[config.mk]
export PLATFORM = sky130hd
export DESIGN_NAME = nbt_value_boundary_finder_top
export DESIGN_NICKNAME = d
export VERILOG_FILES = /design/src/sv/nvbf_pkg.sv /design/src/sv/nvbf_in_stage.sv /design/src/sv/nvbf_out_stage.sv /design/src/sv/nvbf_core.sv /design/src/sv/nbt_value_boundary_finder_top.sv
export SDC_FILE = /design/constraint.sdc
export NUM_CORES = 2
export LEC_CHECK = 0
export BUFFER_PORTS_ARGS = -buffer_cell sky130_fd_sc_hd__buf_2
export CORE_UTILIZATION = 25
export DETAILED_ROUTE_END_ITERATION = 8
export PLACE_DENSITY_LB_ADDON = 0.12
export SLEW_MARGIN = 20
export SYNTH_ARGS = -nofsm -noshare
export SYNTH_HDL_FRONTEND = slang
export SYNTH_HIERARCHICAL = 1
export SYNTH_SLANG_ARGS = --single-unit
[constraint.sdc]
create_clock -name i_clk -period 25.8 [get_ports i_clk]
set_input_delay 3.87 -clock i_clk [delete_from_list [all_inputs] [get_ports i_clk]]
set_output_delay 3.87 -clock i_clk [all_outputs]
set_load 0.05 [all_outputs]
[src/sv/nvbf_pkg.sv]
// ----------------------------------------------------------------------------
// nvbf_pkg
// Shared types and constants for the NBT value boundary finder.
// ----------------------------------------------------------------------------
`default_nettype none

package nvbf_pkg;

    localparam logic [3:0] TAG_END   = 4'd0;
    localparam logic [3:0] TAG_BYTES = 4'd7;
    localparam logic [3:0] TAG_STR   = 4'd8;
    localparam logic [3:0] TAG_SEQ   = 4'd9;
    localparam logic [3:0] TAG_GROUP = 4'd10;
    localparam logic [3:0] TAG_INTS  = 4'd11;
    localparam logic [3:0] TAG_LONGS = 4'd12;
    localparam logic [3:0] TAG_BAD   = 4'd15;

    typedef enum logic [3:0] {
        PH_IDLE      = 4'd0,
        PH_MARKER    = 4'd1,
        PH_ROOT      = 4'd2,
        PH_CHILD     = 4'd3,
        PH_NAME_LEN  = 4'd4,
        PH_NAME_SKIP = 4'd5,
        PH_STR_LEN   = 4'd6,
        PH_ARR_LEN   = 4'd7,
        PH_LIST_ELEM = 4'd8,
        PH_LIST_LEN  = 4'd9,
        PH_SKIP      = 4'd10
    } t_phase;

    typedef enum logic [2:0] {
        ST_MORE    = 3'd0,
        ST_DONE    = 3'd1,
        ST_INVALID = 3'd2,
        ST_TRUNC   = 3'd3,
        ST_DEEP    = 3'd4,
        ST_OUTSIDE = 3'd5
    } t_status;

    // one open compound or list
    typedef struct packed {
        logic        is_list;
        logic [3:0]  tag;
        logic [31:0] left;
    } t_frame;

    // one input request
    typedef struct packed {
        logic [7:0] data_byte;
        logic       first;
        logic       last;
    } t_item;

    // one result
    typedef struct packed {
        logic [2:0]  status;
        logic        present;
        logic [31:0] consumed;
    } t_result;

    // payload bytes of the fixed-width scalar tags
    function automatic logic [35:0] fixed_size(input logic [3:0] tag);
        logic [35:0] r;
        unique case (tag)
            4'd1:    r = 36'd1;
            4'd2:    r = 36'd2;
            4'd3:    r = 36'd4;
            4'd4:    r = 36'd8;
            4'd5:    r = 36'd4;
            4'd6:    r = 36'd8;
            default: r = 36'd0;
        endcase
        return r;
    endfunction

endpackage

`default_nettype wire

[src/sv/nvbf_in_stage.sv]
// ----------------------------------------------------------------------------
// nvbf_in_stage
// Input register: holds one accepted request until the core takes it.
// ----------------------------------------------------------------------------
`default_nettype none

module nvbf_in_stage
    import nvbf_pkg::*;
(
    input  wire logic  i_clk,
    input  wire logic  i_rst_n,
    input  wire logic  i_valid,
    output logic       o_ready,
    input  wire t_item i_item,
    input  wire logic  i_take,
    output logic       o_valid,
    output t_item      o_item
);

    logic  r_valid;
    t_item r_item;

    assign o_ready = !r_valid || i_take;
    assign o_valid = r_valid;
    assign o_item  = r_item;

    // hold the request until the core consumes it
    always_ff @(posedge i_clk) begin
        if (!i_rst_n) begin
            r_valid <= 1'b0;
        end else if (o_ready) begin
            r_valid <= i_valid;
        end
    end

    always_ff @(posedge i_clk) begin
        if (o_ready && i_valid) begin
            r_item <= i_item;
        end
    end

endmodule

`default_nettype wire

[src/sv/nvbf_out_stage.sv]
// ----------------------------------------------------------------------------
// nvbf_out_stage
// Result register: holds one result until the consumer takes it.
// ----------------------------------------------------------------------------
`default_nettype none

module nvbf_out_stage
    import nvbf_pkg::*;
(
    input  wire logic    i_clk,
    input  wire logic    i_rst_n,
    input  wire logic    i_load,
    input  wire t_result i_result,
    output logic         o_space,
    output logic         o_valid,
    input  wire logic    i_ready,
    output t_result      o_result
);

    logic    r_valid;
    t_result r_result;

    assign o_space  = !r_valid || i_ready;
    assign o_valid  = r_valid;
    assign o_result = r_result;

    // load a new result or drop the one taken
    always_ff @(posedge i_clk) begin
        if (!i_rst_n) begin
            r_valid <= 1'b0;
        end else if (i_load) begin
            r_valid <= 1'b1;
        end else if (i_ready) begin
            r_valid <= 1'b0;
        end
    end

    always_ff @(posedge i_clk) begin
        if (i_load) begin
            r_result <= i_result;
        end
    end

endmodule

`default_nettype wire

[src/sv/nvbf_core.sv]
// ----------------------------------------------------------------------------
// nvbf_core
// Parse state and frame stack; advances one byte per cycle while i_step is high.
// Lists on their last element leave the physical stack and are kept as a
// count of pending levels above the frame below them, so a completion
// unwinds any number of finished lists in one step.
// ----------------------------------------------------------------------------
`default_nettype none

module nvbf_core
    import nvbf_pkg::*;
#(
    parameter int STACK_DEPTH = 16
) (
    input  wire logic  i_clk,
    input  wire logic  i_rst_n,
    input  wire logic  i_marker_en,
    input  wire logic  i_step,
    input  wire t_item i_item,
    output t_result    o_result
);

    localparam int LW = $clog2(STACK_DEPTH + 1);
    localparam int IW = $clog2(STACK_DEPTH);

    t_phase      r_phase, n_phase;
    logic [3:0]  r_tag, n_tag;
    logic [31:0] r_lshift, n_lshift;
    logic [35:0] r_skip, n_skip;
    logic [31:0] r_total, n_total;
    logic [LW-1:0] r_level, n_level;
    logic [LW-1:0] r_sp, n_sp;
    logic [LW-1:0] r_tail0, n_tail0;
    t_frame        r_frm  [STACK_DEPTH];
    t_frame        n_frm  [STACK_DEPTH];
    logic [LW-1:0] r_tail [STACK_DEPTH];
    logic [LW-1:0] n_tail [STACK_DEPTH];

    // byte step
    always_comb begin
        t_status     st;
        logic        pres;
        logic        do_cmp;
        logic        do_start;
        logic [3:0]  stag;
        logic [7:0]  b;
        logic [35:0] n;
        logic [31:0] left;
        logic [IW-1:0] top;

        n_phase  = r_phase;
        n_tag    = r_tag;
        n_lshift = r_lshift;
        n_skip   = r_skip;
        n_total  = r_total;
        n_level  = r_level;
        n_sp     = r_sp;
        n_tail0  = r_tail0;
        n_frm    = r_frm;
        n_tail   = r_tail;
        st       = ST_MORE;
        pres     = 1'b1;
        do_cmp   = 1'b0;
        do_start = 1'b0;
        stag     = r_tag;
        b        = i_item.data_byte;
        n        = '0;
        left     = '0;
        top      = '0;

        // restart on a first byte
        if (i_item.first) begin
            n_level  = '0;
            n_sp     = '0;
            n_tail0  = '0;
            n_tag    = '0;
            n_lshift = '0;
            n_skip   = '0;
            n_total  = '0;
            n_phase  = i_marker_en ? PH_MARKER : PH_ROOT;
        end

        if (n_phase == PH_IDLE) begin
            st = ST_OUTSIDE;
        end else begin
            if (n_total != 32'hFFFF_FFFF) begin
                n_total = n_total + 32'd1;
            end

            // decode the byte by phase
            unique case (n_phase)
                PH_MARKER, PH_ROOT: begin
                    if (n_phase == PH_MARKER && b == 8'd1) begin
                        n_phase = PH_ROOT;
                    end else if (b == 8'd0) begin
                        pres = 1'b0;
                        st   = ST_DONE;
                    end else if (b > 8'(TAG_LONGS)) begin
                        st = ST_INVALID;
                    end else begin
                        do_start = 1'b1;
                        stag     = b[3:0];
                    end
                end
                PH_CHILD: begin
                    if (b == 8'(TAG_END)) begin
                        n_sp    = n_sp - LW'(1);
                        n_level = n_level - LW'(1);
                        do_cmp  = 1'b1;
                    end else if (b > 8'(TAG_LONGS)) begin
                        st = ST_TRUNC;
                    end else begin
                        n_tag    = b[3:0];
                        n_lshift = '0;
                        n_skip   = 36'd2;
                        n_phase  = PH_NAME_LEN;
                    end
                end
                PH_NAME_LEN: begin
                    n_lshift = {n_lshift[23:0], b};
                    n_skip   = n_skip - 36'd1;
                    if (n_skip == '0) begin
                        if (n_lshift == '0) begin
                            do_start = 1'b1;
                            stag     = n_tag;
                        end else begin
                            n_skip  = {4'd0, n_lshift};
                            n_phase = PH_NAME_SKIP;
                        end
                    end
                end
                PH_NAME_SKIP: begin
                    n_skip = n_skip - 36'd1;
                    if (n_skip == '0) begin
                        do_start = 1'b1;
                        stag     = n_tag;
                    end
                end
                PH_STR_LEN, PH_ARR_LEN: begin
                    n_lshift = {n_lshift[23:0], b};
                    n_skip   = n_skip - 36'd1;
                    if (n_skip == '0) begin
                        n = {4'd0, n_lshift};
                        if (n_phase == PH_ARR_LEN && n_tag == TAG_INTS) begin
                            n = n << 2;
                        end else if (n_phase == PH_ARR_LEN && n_tag == TAG_LONGS) begin
                            n = n << 3;
                        end
                        if (n == '0) begin
                            do_cmp = 1'b1;
                        end else begin
                            n_skip  = n;
                            n_phase = PH_SKIP;
                        end
                    end
                end
                PH_LIST_ELEM: begin
                    n_tag    = (b <= 8'(TAG_LONGS)) ? b[3:0] : TAG_BAD;
                    n_lshift = '0;
                    n_skip   = 36'd4;
                    n_phase  = PH_LIST_LEN;
                end
                PH_LIST_LEN: begin
                    n_lshift = {n_lshift[23:0], b};
                    n_skip   = n_skip - 36'd1;
                    if (n_skip == '0) begin
                        if (n_lshift == '0) begin
                            do_cmp = 1'b1;
                        end else if (n_level >= LW'(STACK_DEPTH)) begin
                            st = ST_DEEP;
                        end else begin
                            if (n_lshift == 32'd1) begin
                                // single element: count the level as pending only
                                if (n_sp == '0) begin
                                    n_tail0 = n_tail0 + LW'(1);
                                end else begin
                                    top         = IW'(n_sp - LW'(1));
                                    n_tail[top] = n_tail[top] + LW'(1);
                                end
                            end else begin
                                top                 = IW'(n_sp);
                                n_frm[top].is_list  = 1'b1;
                                n_frm[top].tag      = n_tag;
                                n_frm[top].left     = n_lshift;
                                n_tail[top]         = '0;
                                n_sp                = n_sp + LW'(1);
                            end
                            n_level  = n_level + LW'(1);
                            do_start = 1'b1;
                            stag     = n_tag;
                        end
                    end
                end
                PH_SKIP: begin
                    n_skip = n_skip - 36'd1;
                    if (n_skip == '0) begin
                        do_cmp = 1'b1;
                    end
                end
                default: begin
                    st = ST_OUTSIDE;
                end
            endcase

            // finish a payload: unwind pending lists, then resume the top frame
            if (do_cmp) begin
                if (n_sp == '0) begin
                    n_level = '0;
                    n_tail0 = '0;
                    st      = ST_DONE;
                end else begin
                    top         = IW'(n_sp - LW'(1));
                    n_level     = n_level - n_tail[top];
                    n_tail[top] = '0;
                    if (!n_frm[top].is_list) begin
                        n_phase = PH_CHILD;
                    end else begin
                        left     = n_frm[top].left - 32'd1;
                        do_start = 1'b1;
                        stag     = n_frm[top].tag;
                        if (left == 32'd1) begin
                            // last element: drop the frame, keep the level pending
                            n_sp = n_sp - LW'(1);
                            if (n_sp == '0) begin
                                n_tail0 = n_tail0 + LW'(1);
                            end else begin
                                top         = IW'(n_sp - LW'(1));
                                n_tail[top] = n_tail[top] + LW'(1);
                            end
                        end else begin
                            n_frm[top].left = left;
                        end
                    end
                end
            end

            // open the payload of a tag
            if (do_start) begin
                unique case (stag)
                    4'd1, 4'd2, 4'd3, 4'd4, 4'd5, 4'd6: begin
                        n_skip  = fixed_size(stag);
                        n_phase = PH_SKIP;
                    end
                    TAG_BYTES, TAG_INTS, TAG_LONGS: begin
                        n_tag    = stag;
                        n_lshift = '0;
                        n_skip   = 36'd4;
                        n_phase  = PH_ARR_LEN;
                    end
                    TAG_STR: begin
                        n_lshift = '0;
                        n_skip   = 36'd2;
                        n_phase  = PH_STR_LEN;
                    end
                    TAG_SEQ: begin
                        n_phase = PH_LIST_ELEM;
                    end
                    TAG_GROUP: begin
                        if (n_level >= LW'(STACK_DEPTH)) begin
                            st = ST_DEEP;
                        end else begin
                            top                = IW'(n_sp);
                            n_frm[top].is_list = 1'b0;
                            n_frm[top].tag     = '0;
                            n_frm[top].left    = '0;
                            n_tail[top]        = '0;
                            n_sp               = n_sp + LW'(1);
                            n_level            = n_level + LW'(1);
                            n_phase            = PH_CHILD;
                        end
                    end
                    default: begin
                        st = ST_TRUNC;
                    end
                endcase
            end

            if (st == ST_MORE && i_item.last) begin
                st = ST_TRUNC;
            end
            if (st != ST_MORE) begin
                n_phase = PH_IDLE;
            end
        end

        o_result.status   = st;
        o_result.present  = (st == ST_DONE) && pres;
        o_result.consumed = (st == ST_OUTSIDE) ? 32'd0 : n_total;
    end

    // control state
    always_ff @(posedge i_clk) begin
        if (!i_rst_n) begin
            r_phase <= PH_IDLE;
            r_level <= '0;
            r_sp    <= '0;
            r_tail0 <= '0;
            r_tag   <= '0;
            r_total <= '0;
        end else if (i_step) begin
            r_phase <= n_phase;
            r_level <= n_level;
            r_sp    <= n_sp;
            r_tail0 <= n_tail0;
            r_tag   <= n_tag;
            r_total <= n_total;
        end
    end

    // counters and frame store
    always_ff @(posedge i_clk) begin
        if (i_step) begin
            r_lshift <= n_lshift;
            r_skip   <= n_skip;
            r_frm    <= n_frm;
            r_tail   <= n_tail;
        end
    end

endmodule

`default_nettype wire

[src/sv/nbt_value_boundary_finder_top.sv]
// ----------------------------------------------------------------------------
// nbt_value_boundary_finder_top
// Finds the end of one big-endian NBT value in a byte stream.
//
//   channel  direction  handshake                   payload
//   in       in         i_in_valid / o_in_ready     i_data_byte, i_first, i_last
//   out      out        o_out_valid / i_out_ready   o_status, o_present, o_consumed
//   cfg      in         i_cfg_valid / o_cfg_ready   i_cfg_optional_marker
//
// One byte per cycle while the output is not stalled: a request is registered in
// the input register when accepted, parsed by the core once the output register has
// room, and its result is then loaded into the output register.
// The parse of one byte is a single pass over the top stack frame.
// A stalled output holds the parse; new requests wait in the input register.
// Reset clears the parse control state, not the counters or frame store; the block starts outside any value.
// ----------------------------------------------------------------------------
`default_nettype none

module nbt_value_boundary_finder_top
    import nvbf_pkg::*;
#(
    parameter int STACK_DEPTH = 16
) (
    input  wire logic        i_clk,
    input  wire logic        i_rst_n,
    input  wire logic        i_in_valid,
    output logic             o_in_ready,
    input  wire logic [7:0]  i_data_byte,
    input  wire logic        i_first,
    input  wire logic        i_last,
    output logic             o_out_valid,
    input  wire logic        i_out_ready,
    output logic [2:0]       o_status,
    output logic             o_present,
    output logic [31:0]      o_consumed,
    input  wire logic        i_cfg_valid,
    output logic             o_cfg_ready,
    input  wire logic        i_cfg_optional_marker
);

    logic    r_marker_en;
    t_item   in_item;
    t_item   held_item;
    logic    held_valid;
    logic    out_space;
    logic    step;
    t_result core_result;
    t_result out_result;

    assign o_cfg_ready = 1'b1;

    // hold the marker mode register
    always_ff @(posedge i_clk) begin
        if (!i_rst_n) begin
            r_marker_en <= 1'b0;
        end else if (i_cfg_valid) begin
            r_marker_en <= i_cfg_optional_marker;
        end
    end

    assign in_item.data_byte = i_data_byte;
    assign in_item.first     = i_first;
    assign in_item.last      = i_last;

    // advance when a request is held and the result register has room
    assign step = held_valid && out_space;

    nvbf_in_stage u_in (
        .i_clk   (i_clk),
        .i_rst_n (i_rst_n),
        .i_valid (i_in_valid),
        .o_ready (o_in_ready),
        .i_item  (in_item),
        .i_take  (step),
        .o_valid (held_valid),
        .o_item  (held_item)
    );

    nvbf_core #(
        .STACK_DEPTH (STACK_DEPTH)
    ) u_core (
        .i_clk       (i_clk),
        .i_rst_n     (i_rst_n),
        .i_marker_en (r_marker_en),
        .i_step      (step),
        .i_item      (held_item),
        .o_result    (core_result)
    );

    nvbf_out_stage u_out (
        .i_clk    (i_clk),
        .i_rst_n  (i_rst_n),
        .i_load   (step),
        .i_result (core_result),
        .o_space  (out_space),
        .o_valid  (o_out_valid),
        .i_ready  (i_out_ready),
        .o_result (out_result)
    );

    assign o_status   = out_result.status;
    assign o_present  = out_result.present;
    assign o_consumed = out_result.consumed;

endmodule

`default_nettype wire

---- Word-level counts from Yosys, hierarchy flattened ----
Cells that the tools add are included.
storage, ports and cells
  word-level logic and storage cells ...... 405
  ROM bits ................................ 0
  register bits ........................... 839
  output and inout port bits .............. 39
  memory bits (writable) .................. 0
  memories ................................ 0
  latch bits .............................. 0
cells by class
  equal/unequal tests ..................... 30
  mux-type cells .......................... 216
  divide/modulo/power cells ............... 0
  shift-type cells ........................ 0
  add/subtract/negate cells ............... 14
  multipliers ............................. 0
  reductions and logical operators ........ 39
  bitwise operators ....................... 12
  magnitude comparators ................... 14
operators by type and width
  operator                                              number
  2-to-1 mux 592 bit                                    14
  bitwise mux 592 bit                                   7
  2-to-1 mux 80 bit                                     16
  demux 37 bit (select 4 bit)                           7
  2-to-1 mux 36 bit                                     15
  2-to-1 mux 32 bit                                     12
  AND 80 bit                                            3
  NOT 80 bit                                            3
  2-to-1 mux 5 bit                                      40
  case mux 36 bit (5 select lines)                      1
  bitwise mux 80 bit                                    2
  binary-select mux 37 bit (select 4 bit)               1
  2-to-1 mux 37 bit                                     4
  2-to-1 mux 4 bit                                      35
  case mux 36 bit (3 select lines)                      1
  demux 5 bit (select 4 bit)                            5
  case mux 32 bit (3 select lines)                      1
  zero test 36 bit                                      2
  equality test 32 x 1 -> 1 bit, second input constant  2
  binary-select mux 5 bit (select 4 bit)                3
  2-to-1 mux 3 bit                                      14
  equality test 4 bit, second input constant            10
  case mux 4 bit (5 select lines)                       2
  subtractor 36 x 1 -> 36 bit, second input constant    1
  44 further kinds                                      124

---- Logic depth before layout (Yosys ltp) ----
  word-level depth ........................ 36
  mapped depth ............................ 62
  gate-level depth less buffers ........... 34

---- By module ----
The synthesis kept the hierarchy.
by module, submodules not included
  module                         times used  area an instance (sq um)  cells an instance
  nvbf_core                      1           57681.6                   6813
  nvbf_out_stage                 1           1129.8                    40
  nvbf_in_stage                  1           357.8                     15
  nbt_value_boundary_finder_top  1           53.8                      6

---- Worst setup path before layout ----
No wires, ideal clock.
  kind .................................... input port to flip-flop
  start point ............................. input i_out_ready
  end point ............................... register u_core.r_sp[4]
  library setup time ...................... 0.127 ns
  cell stages on the path ................. 9
  arrival time ............................ 23.155 ns
  path buffers ............................ 1
  setup slack ............................. 2.518 ns
  cells stage by stage .................... nand2b_4 and2_1 clkbuf_1 nand2_1 clkinv_1 and2_1 o21ai_0 nor4_1 or3_1
between the ends
  word-level cells in the longest chain between the ends .. 2
ends and longest elaborated chain
  what                  RTL line                             RTL
  start, declared       nbt_value_boundary_finder_top.sv:32  input wire logic i_out_ready,
  logical OR 1 bit      nvbf_out_stage.sv:23                 assign o_space = !r_valid || i_ready;
  logical AND 1 bit     nbt_value_boundary_finder_top.sv:66  assign step = held_valid && out_space;
  named net step        nbt_value_boundary_finder_top.sv:46  logic step;
  end signal, assigned  nvbf_core.sv:303                     r_sp <= n_sp;
  end, declared         nvbf_core.sv:32                      logic [LW-1:0] r_sp, n_sp;
The timed path passes the listed nets, and every way through them passes these cells.
A chain may end at the register's enable or synchronous reset.

---- Final worst setup path ----
  start point ............................. register u_in.r_item (netlist bit u_in/o_item[1])
  end point ............................... register u_core/r_frm[585] (netlist name) (data pin)
between the ends
  word-level cells in the longest chain between the ends .. 32
  elaborated cells between the ends (all ways) .. 167
ends and longest elaborated chain
  what                                                                                  RTL line             RTL
  start, declared                                                                       nvbf_in_stage.sv:21  t_item r_item;
  start signal, assigned                                                                nvbf_in_stage.sv:38  r_item <= i_item;
  parallel branches: the longest is 31 deep, another holds subtractor 36 x 1 -> 36 bit  n/a
  2-to-1 mux 592 bit (*)                                                                nvbf_core.sv:238     if (do_start) begin
  end signal, assigned                                                                  nvbf_core.sv:315     r_frm <= n_frm;
  end, declared                                                                         nvbf_core.sv:34      t_frame r_frm [STACK_DEPTH];
Every way passes the cells marked *. The select of a mux whose other input is x is not followed.

==> impl_metrics.csv <==
group,metric,value,unit
synth,yosysTopAreaCell,"edfxtp_1",
clock_network,htreeDepth,3,
clock_network,cts_resized,0,
timing,tns,0,ns
synth,synth-edff-count,778,
floorplan,core,235000,um2
floorplan,dieArea,239000,um2
timing,finalMaxSlewViolations,0,
timing,holdWs,0.449,ns
synth,netlist_instances,6874,
timing,timing.final.crit_share,62.4,%
cells_and_area,num-fill-cells,25200,
global_routing,grt_max_degree,123,
timing,fmax,0.0621,GHz
synth,async_flop_share,0,%
clock_network,cts_buffer_depth,3,
setup_path,required,26.27,ns
detailed_routing,dr_total_vias,58500,
cells_and_area,drive_above_1_share,12.2,%
global_routing,track_usage,26.8,%
clock_network,cts_buffers,109,
timing,tightest_slew,1.27,ns
placement,io_buffers,53,
setup_path,crit_family,"simple AND/OR/NAND/NOR gates",
detailed_routing,via_per_inst,5.93,
clock_network,clkLatencyLatePin,0.84,ns
detailed_routing,drcViolationCount,0,
setup_path,path_buf_inv,8,
global_routing,gr-total-overflow,0,
cells_and_area,nets,6662,
cells_and_area,seqCellArea,24400,um2
clock_network,clock_sink_count,831,
setup_path,startpoint_type,"flip-flop",
status,status,"completed",
synth,netlist_top_cells_area,"edfxtp_1, nor2_1, a211oi_1",
timing,finalClockSkew,0.0741,ns
setup_path,setup.worst_path.end_class,"flip-flop",
setup_path,crit_path_max_fanout,122,
floorplan,die_h,489,um
cells_and_area,synthToLayoutAreaGrowth,12.5,%
synth,synth.avg_cell_area,8.62,um2
timing,rsz0062_at_grt,"false",
global_routing,grt_pass1_vias,53600,
cells_and_area,final_cell_mix,"nor2_1, nand2_1, edfxtp_1",
detailed_routing,drt_wl_total,329000,um
timing,hold_viol,0,
global_routing,grt_pass1_wl,452000,um
detailed_routing,dr.pass1.iters,6,
clock_network,cts.hold.buffers_added,0,
clock_network,postCtsSetupBuffers,0,
timing,max_slew_margin,15.4,%
clock_network,path_clk_slew,0.06,ns
timing,min_period,16.09,ns
setup_path,critPathMaxStageDelay,1.01,ns
detailed_routing,drt_iter0_drc,7884,
detailed_routing,wl_per_cell,33.4,um
synth,yosysTopAreaCellShare,39.4,%
synth,ys_ff_latch,831,
cells_and_area,final_common_cell,"nor2_1",
synth,yosysWarnings,6,
synth,syn-cell-area,59200,um2
global_routing,antenna_found_initial,24,
floorplan,die_x,489,um
setup_path,crit_path_top_delay_cell,"nor3_4",
synth,synth_ff_type,"edfxtp_1",
synth,yosysSeqAreaShare,41.2,%
placement,place_congestion,0.933,
detailed_routing,ant_nets,0,
setup_path,crit_type,"reg -> reg",
timing,setup-violations-final,0,
floorplan,fp-row-count,178,
floorplan,initial_core_util,25.2,%
clock_network,cts_tree,"done",
setup_path,critPathArrivalTime,16.57,ns
synth,syn_nets,6923,
synth,yosysUniqueCellTypes,108,
worst_hold_path,min_path_type,"reg -> reg",
power,ir_drop,0.0000613,V
clock_network,cts_root_buffer,"clkbuf_16",
floorplan,ios,55,
placement,dp_hpwl,207000,um
run,maxCapViolCount,0,
cells_and_area,multi_input_area,32200,um2
power,p_leak,20.6,nW
power,powerDensity,49.3,nW/um2
-- per-layer routing --
metal	global-route usage [%]	wire length, um	part of all wire [%]
met1	36.6	140000	42
met2	41.7	146000	44
met3	4.09	28000	8.5
met4	11.2	15400	4.7
met5	0.221	96	0.029
-- worst register-to-register path, delay by kind of cell, from the launching register on --
kind / cells / cell delay (ns)
simple gates: 13 / 7.39
buf+inv: 8 / 3.07
compound gates: 7 / 2.06
xor+xnor: 3 / 1.68
fa+ha+maj: 3 / 1.19
flops: 1 / 0.43
-- through the flow --
step	cell area (um2)	util, %	setup WS, ns	total power, mW	instances
2_1_floorplan	59200	-	2.52	1.65	6874
3_3_place_gp	62900	26.7	10.12	1.69	9651
3_5_place_dp	63000	26.8	10.21	1.69	9652
4_1_cts	66600	28.3	10.11	3.31	9858
5_1_grt	66600	28.3	9.26	3.36	9861
6_report	66600	28.3	9.71	3.28	9867
-- Yosys cell counts, types with 37 or more instances --
cell type / count
a311oi_1: 54
a211oi_1: 445
xor2_1: 37
nor3_1: 190
buf_2: 118
clkbuf_1: 477
o211ai_1: 51
inv_1: 37
nand2_1: 819
a31oi_1: 44
nand4_1: 103
mux4_2: 102
and3_1: 73
or3_1: 56
buf_1: 46
a21oi_1: 606
and2_1: 85
mux2_2: 52
a221oi_1: 47
o22ai_1: 45
xnor2_1: 54
edfxtp_1: 778
dfxtp_1: 53
mux2i_1: 154
o21ai_0: 415
nor4_1: 42
nor2_1: 1150
nand3_1: 118
nor2b_1: 60
-- sequential cells by signal, summed over array words and instances, names as in the netlist, 4 cells and up --
name             cells
u_core/r_frm       592
u_core/r_tail       80
u_core/r_skip       36
u_out/o_result      36
u_core/r_total      32
u_core/r_lshift     24
u_in/o_item         10
u_core/r_level       5
u_core/r_sp          5
u_core/r_phase       4
u_core/r_tag         4
-- power breakdown --
group          internal, mW  total [mW]  switching (mW)
sequential             1.49        1.50          0.0133
clock                 0.913        1.62           0.705
combinational        0.0309       0.165           0.134
total                  2.43        3.28           0.852
-- cells by family (layout without fill, tap and decap cells) --
| logic type | count (synthesis) | after routing | synth area share, % |
|---|---|---|---|
| buffers and inverters | 730 | 564 | 5.24 |
| other | 1 | 10 | 0.00633 |
| muxes | 310 | 310 | 7.53 |
| AOI/OAI and AO/OA | 2021 | 2021 | 22.0 |
| adders and majority gates | 33 | 33 | 0.710 |
| and+or+nand+nor | 2855 | 2855 | 21.9 |
| DFF | 831 | 831 | 41.2 |
| xor gates and xnor gates | 93 | 93 | 1.40 |
-- layout make-up --
type                       instances  share of cell area (%)
sequential                       831                    36.6
antenna                            9                  0.0338
timing repair buffer             310                    3.32
clock buffer                     140                    4.39
tap                             3150                    5.91
multi-input combinational       5313                    48.3
inverter                          48                   0.302
clock inverter                    66                    1.07
-- final timing paths --
| kind | start | endpoint | slack, ns | depth (start not counted) |
|---|---|---|---|---|
| min | u_core/r_total[1] | u_core/r_total[1] | 0.45 | 2 |
| min reg2reg | u_core/r_total[1] | u_core/r_total[1] | 0.45 | 2 |
| max reg2reg | u_in/o_item[1] | u_core/r_frm[585] | 9.71 | 34 |
| max | u_in/o_item[1] | u_core/r_frm[585] | 9.71 | 34 |
Note: power is estimated with default switching activity, not from simulation.
